`src/sv/mipd_pkg.sv`:
```
// ----------------------------------------------------------------------------
// mipd_pkg
// shared widths, register indexes and controller command type
// ----------------------------------------------------------------------------
package mipd_pkg;

  localparam int unsigned PosW   = 32;
  localparam int unsigned BoxW   = 31;
  localparam int unsigned DispW  = 34;
  localparam int unsigned DistW  = 35;
  localparam int unsigned IdxW   = 6;
  localparam int unsigned SumW   = 70;
  localparam int unsigned RemW   = 38;
  localparam int unsigned InDataW  = 96;
  localparam int unsigned OutDataW = 152;
  localparam int unsigned CfgAddrW = 2;
  localparam int unsigned CfgDataW = 31;

  localparam logic [CfgAddrW-1:0] RegPbcEnable = 2'd0;
  localparam logic [CfgAddrW-1:0] RegBoxX      = 2'd1;
  localparam logic [CfgAddrW-1:0] RegBoxY      = 2'd2;
  localparam logic [CfgAddrW-1:0] RegBoxZ      = 2'd3;

  localparam logic [1:0] AxisX = 2'd0;
  localparam logic [1:0] AxisY = 2'd1;
  localparam logic [1:0] AxisZ = 2'd2;

  localparam logic [1:0] PartLoLo = 2'd0;
  localparam logic [1:0] PartHiLo = 2'd1;
  localparam logic [1:0] PartHiHi = 2'd2;

  typedef struct packed {
    logic       wr;
    logic       rd;
    logic       wrap;
    logic       mul;
    logic [1:0] axis;
    logic [1:0] part;
    logic       sq_step;
    logic       zero;
  } cmd_t;

endpackage

```
`src/sv/mipd_ctrl.sv`:
```
// ----------------------------------------------------------------------------
// mipd_ctrl
// sequencer over stored atoms, multiply and square-root steps
// ----------------------------------------------------------------------------
module mipd_ctrl #(
  parameter int unsigned MAX_ATOMS = 64,
  parameter int unsigned AW = $clog2(MAX_ATOMS)
) (
  input  logic                     clk_i,
  input  logic                     rst_ni,
  input  logic                     in_valid_i,
  output logic                     in_ready_o,
  input  logic                     start_new_i,
  output logic                     out_valid_o,
  input  logic                     out_ready_i,
  output logic [mipd_pkg::IdxW-1:0] index_i_o,
  output logic [mipd_pkg::IdxW-1:0] index_j_o,
  output logic                     overflow_o,
  output logic                     last_o,
  output mipd_pkg::cmd_t           cmd_o,
  output logic [AW-1:0]            wr_addr_o,
  output logic [AW-1:0]            rd_addr_o
);
  import mipd_pkg::*;

  localparam int unsigned CW = $clog2(MAX_ATOMS + 1);

  typedef enum logic [5:0] {
    S_IDLE = 6'b000001,
    S_READ = 6'b000010,
    S_WRAP = 6'b000100,
    S_MUL  = 6'b001000,
    S_SQRT = 6'b010000,
    S_OUT  = 6'b100000
  } state_e;

  state_e          state_q, state_d;
  logic [CW-1:0]   count_q, count_d;
  logic [AW-1:0]   i_q, i_d, j_q, j_d;
  logic [1:0]      axis_q, axis_d, part_q, part_d;
  logic [5:0]      step_q, step_d;
  logic            ovf_q, ovf_d;
  logic [CW-1:0]   n;
  logic            last;

  assign n    = start_new_i ? '0 : count_q;
  assign last = ((AW+1)'(j_q) + (AW+1)'(1)) == (AW+1)'(i_q);

  always_comb begin
    state_d = state_q;
    count_d = count_q;
    i_d     = i_q;
    j_d     = j_q;
    axis_d  = axis_q;
    part_d  = part_q;
    step_d  = step_q;
    ovf_d   = ovf_q;
    cmd_o   = '0;
    cmd_o.axis = axis_q;
    cmd_o.part = part_q;
    cmd_o.zero = ovf_q;
    wr_addr_o  = n[AW-1:0];
    case (state_q)
      S_IDLE: begin
        if (in_valid_i) begin
          if (n >= CW'(MAX_ATOMS)) begin
            ovf_d   = 1'b1;
            state_d = S_OUT;
          end else begin
            cmd_o.wr = 1'b1;
            ovf_d    = 1'b0;
            i_d      = n[AW-1:0];
            j_d      = '0;
            count_d  = n + CW'(1);
            if (n != '0) state_d = S_READ;
          end
        end
      end
      S_READ: begin
        cmd_o.rd = 1'b1;
        state_d  = S_WRAP;
      end
      S_WRAP: begin
        cmd_o.wrap = 1'b1;
        axis_d     = AxisX;
        part_d     = PartLoLo;
        state_d    = S_MUL;
      end
      S_MUL: begin
        cmd_o.mul = 1'b1;
        if (part_q == PartHiHi) begin
          part_d = PartLoLo;
          if (axis_q == AxisZ) begin
            step_d  = '0;
            state_d = S_SQRT;
          end else begin
            axis_d = axis_q + 2'd1;
          end
        end else begin
          part_d = part_q + 2'd1;
        end
      end
      S_SQRT: begin
        cmd_o.sq_step = 1'b1;
        step_d = step_q + 6'd1;
        if (step_q == 6'(DistW - 1)) state_d = S_OUT;
      end
      S_OUT: begin
        if (out_ready_i) begin
          if (ovf_q || last) begin
            ovf_d   = 1'b0;
            state_d = S_IDLE;
          end else begin
            j_d     = j_q + AW'(1);
            state_d = S_READ;
          end
        end
      end
      default: state_d = S_IDLE;
    endcase
  end

  always_ff @(posedge clk_i or negedge rst_ni) begin
    if (!rst_ni) begin
      state_q <= S_IDLE;
      count_q <= '0;
      ovf_q   <= 1'b0;
      i_q     <= '0;
      j_q     <= '0;
      axis_q  <= '0;
      part_q  <= '0;
      step_q  <= '0;
    end else begin
      state_q <= state_d;
      count_q <= count_d;
      ovf_q   <= ovf_d;
      i_q     <= i_d;
      j_q     <= j_d;
      axis_q  <= axis_d;
      part_q  <= part_d;
      step_q  <= step_d;
    end
  end

  assign rd_addr_o   = j_q;
  assign in_ready_o  = (state_q == S_IDLE);
  assign out_valid_o = (state_q == S_OUT);
  assign index_i_o   = ovf_q ? '0 : IdxW'(i_q);
  assign index_j_o   = ovf_q ? '0 : IdxW'(j_q);
  assign overflow_o  = ovf_q;
  assign last_o      = ovf_q | last;

endmodule

```
`config.mk`:
```
export PLATFORM = sky130hd
export DESIGN_NAME = mipd_ctrl
export DESIGN_NICKNAME = d
export VERILOG_FILES = /design/src/sv/mipd_pkg.sv /design/src/sv/mipd_ctrl.sv
export SDC_FILE = /design/constraint.sdc
export NUM_CORES = 1
export LEC_CHECK = 0
export BUFFER_PORTS_ARGS = -buffer_cell sky130_fd_sc_hd__buf_4
export CAP_MARGIN = 20
export CORE_ASPECT_RATIO = 1.2
export CORE_MARGIN = 2
export CORE_UTILIZATION = 25
export DETAILED_ROUTE_END_ITERATION = 12
export GPL_ROUTABILITY_DRIVEN = 1
export PLACE_DENSITY = 0.54
export SLEW_MARGIN = 20
export SYNTH_ARGS = -nofsm -noshare
export SYNTH_HDL_FRONTEND = slang
export SYNTH_SLANG_ARGS = --single-unit
```
`constraint.sdc`:
```
create_clock -name clk_i -period 4.8 [get_ports clk_i]
set_input_delay 0.72 -clock clk_i [delete_from_list [all_inputs] [get_ports clk_i]]
set_output_delay 0.72 -clock clk_i [all_outputs]
set_load 0.005 [all_outputs]
```
==> results.json <==
{
  "critical_path.startpoint_type": "flip-flop",
  "cts_resized": 0,
  "placeableCoreArea_um2": 8472,
  "syn-mean-instance-area_um2": 9.131,
  "syn_to_final_growth_pct": 24.31,
  "cts_tree": "built",
  "wire_length_of_the_first_global_routing_pass_um": 8528,
  "clk_root_buffer_cell": "clkbuf_8",
  "track_usage_pct": 11.53,
  "worst_skew_pair.late_latency_ns": 0.29,
  "start_util_pct": 25.33,
  "drt_iter0_markers": 117,
  "cp-end-kind": "primary output",
  "total_leakage_power_nw": 1.327,
  "pwr_density_cell_nw_per_um2": 350.6,
  "mappedNetlistArea_um2": 2146,
  "buffer_ports.inserted": 42,
  "maximum_operating_frequency_ghz": 0.3378,
  "layout_worst_path_cycle_share_pct": 61.68,
  "synthDominantAreaCellType": "dfrtp_1",
  "yosysMostFrequentCell": "dfrtp_1",
  "die_h_um": 105.5,
  "floorplan.die.width_um": 88.58,
  "worstHoldPathType": "input pin to asynchronous set/reset pin",
  "result_of_the_run": "complete, no violations",
  "worstPathArrival_ns": 2.24,
  "cts-root-to-sink-buffers": 2,
  "cts_hold_buffers": 0,
  "post-route-util_pct": 31.49,
  "grt_start_max_net_pins": 37,
  "placementRows": 37,
  "totalPowerFinal_mw": 0.9353,
  "synth_commonest_cells": "dfrtp_1, nand2_1, nor2_1, nor2b_1, o21ai_1",
  "post_synth_main_area_contributors": "dfrtp_1, nor2b_1, nand2_1",
  "routed_via_density": 4.552,
  "netlist-cell-type-count": 50,
  "remaining_number_of_nets_flagged_by_the_antenna_check_after_routing": 0,
  "overall_via_count_from_detail_route": 1807,
  "remaining_max_slew_budget_at_the_tightest_pin_pct": 54.68,
  "grt_setup_unrepaired": "false",
  "final.setup_skew_ns": 0.004857,
  "antenna_violations_before_repair": 0,
  "synthFlopType": "dfrtp_1",
  "final_period_minus_worst_setup_slack_ns": 2.961,
  "n_antenna_cell": 0,
  "cts_buffers": 5,
  "io_pins": 43,
  "post-cts-setup-buffer-count": 0,
  "vdd_drop_max_v": 0.0001885,
  "proportion_of_synthesized_chip_area_in_sequential_cells_pct": 42.04,
  "dp_hpwl_um": 3816,
  "slew_viol_final": 0,
  "critical_path_peak_fanout": 26,
  "synth-seq-cells": 36,
  "grt_overflow_total": 0,
  "netlist_instances": 235,
  "finish.net_count": 290,
  "synth_top_cell_area_share_pct": 40.82,
  "total_negative_setup_slack_ns": 0,
  "timing.critical_path.required_ns": 4.08,
  "finalHoldViolCount": 0,
  "first_global_vias": 1743,
  "cts_num_sinks": 36,
  "mappedNetlistNets": 246,
  "die_area_um2": 9344,
  "asyncSetResetFlopFracSynth_pct": 100.0,
  "reg2reg_slack_ns": 2.07,
  "post-route-worst-setup-slack_ns": 1.839,
  "drt_first_pass_iters": 4,
  "pre_cts_slack_ns": 1.803,
  "ys.warnings.count": 0,
  "final_layout_size_suffix_gt1_share_pct": 22.50,
  "drv_cap": 0,
  "globalplace.congestion": 0.7485,
  "path_class": "flip-flop to primary output",
  "drt-wirelength-per-cell_um": 12.93,
  "finalSetupViolations": 0,
  "synth_edf_count": 0,
  "cts.clk_slew.worst_paths_ns": 0.07,
  "tightestPinTransition_ns": 0.6782,
  "drt-total-wl_um": 5135,
  "drt_drc_violations_left": 0,
  "htree_levels": 2
}
==> kinds of logic (layout without fill, tap and decap cells) <==
family,count (synthesis),after routing,share of synthesized area (%)
buffers and inverters,20,65,4.023
muxes,8,8,4.023
DFF,36,36,42.04
and+or+nand+nor,103,103,25.71
adders and majority gates,6,6,3.498
AOI/OAI and AO/OA,53,53,16.33
xor gates and xnor gates,9,9,4.373
==> worst max-delay path: stages, from the launching register on <==
cell and delay (ns):
dfrtp_1 0.44, nor4_4 0.39, nand4_2 0.61, inv_2 0.35, buf_4 0.16
==> path summary, 6_finish.rpt <==
kind                             from           end  depth (start not counted)
min in group clk_i          step_q[5]     step_q[5]                          1
min reg2reg                 step_q[5]     step_q[5]                          1
max in group asynchronous      rst_ni    state_q[0]                          1
min                            rst_ni     step_q[3]                          1
max                        state_q[3]      cmd_o[9]                          4
max reg2reg                state_q[3]  rd_addr_o[4]                          6
==> registers in the layout (all words and copies together) (netlist names) <==
signal	cells
state_q	6
rd_addr_o	6
axis_q	2
count_q	7
overflow_o	1
part_q	2
step_q	6
i_q	6
==> power breakdown <==
group / switching [mW] / total [mW] / leakage (nW) / internal (mW)
combinational: 0.172 / 0.323 / 0.792 / 0.150
clock: 0.106 / 0.223 / 0.0455 / 0.117
sequential: 0.0444 / 0.390 / 0.490 / 0.345
==> routing by layer <==
layer	share of wire, %	up-vias	wire (um)	GRT usage [%]
met5	0	-	0	0
met4	0.99	0	51	2.922
met3	4.1	7	213	2.584
met2	46	43	2359	17.40
met1	49	852	2512	16.63
li1	-	905	-	-
==> through the flow <==
stage,hold slack (ns),area [um^2],cells
2_1_floorplan,0.4244,2146,235
3_3_place_gp,0.4613,2577,389
3_5_place_dp,0.4710,2577,389
4_1_cts,0.4092,2668,397
5_1_grt,0.4214,2668,397
6_report,0.3916,2668,397
==> cells in the final DEF (no fill, tap or decap), drive strengths merged, types with 6 or more instances in the layout <==
| master | instances |
|---|---|
| a21oi | 6 |
| clkbuf | 8 |
| nand2 | 27 |
| nor2b | 19 |
| a21o | 6 |
| nand2b | 7 |
| nand3 | 11 |
| nor2 | 19 |
| ha | 6 |
| dfrtp | 35 |
| o21ai | 25 |
| xnor2 | 6 |
| buf | 42 |
| inv | 14 |
==> final cells by class <==
type / count / area (um^2)
clock buffers: 8 / 90.09
fillers: 891 / 5804
inverters: 15 / 56.30
multi-input cells: 179 / 1157
flip-flops and latches: 36 / 902.1
well taps: 117 / 146.4
repair buffers: 42 / 315.3
(Power assumes the default switching activity.)
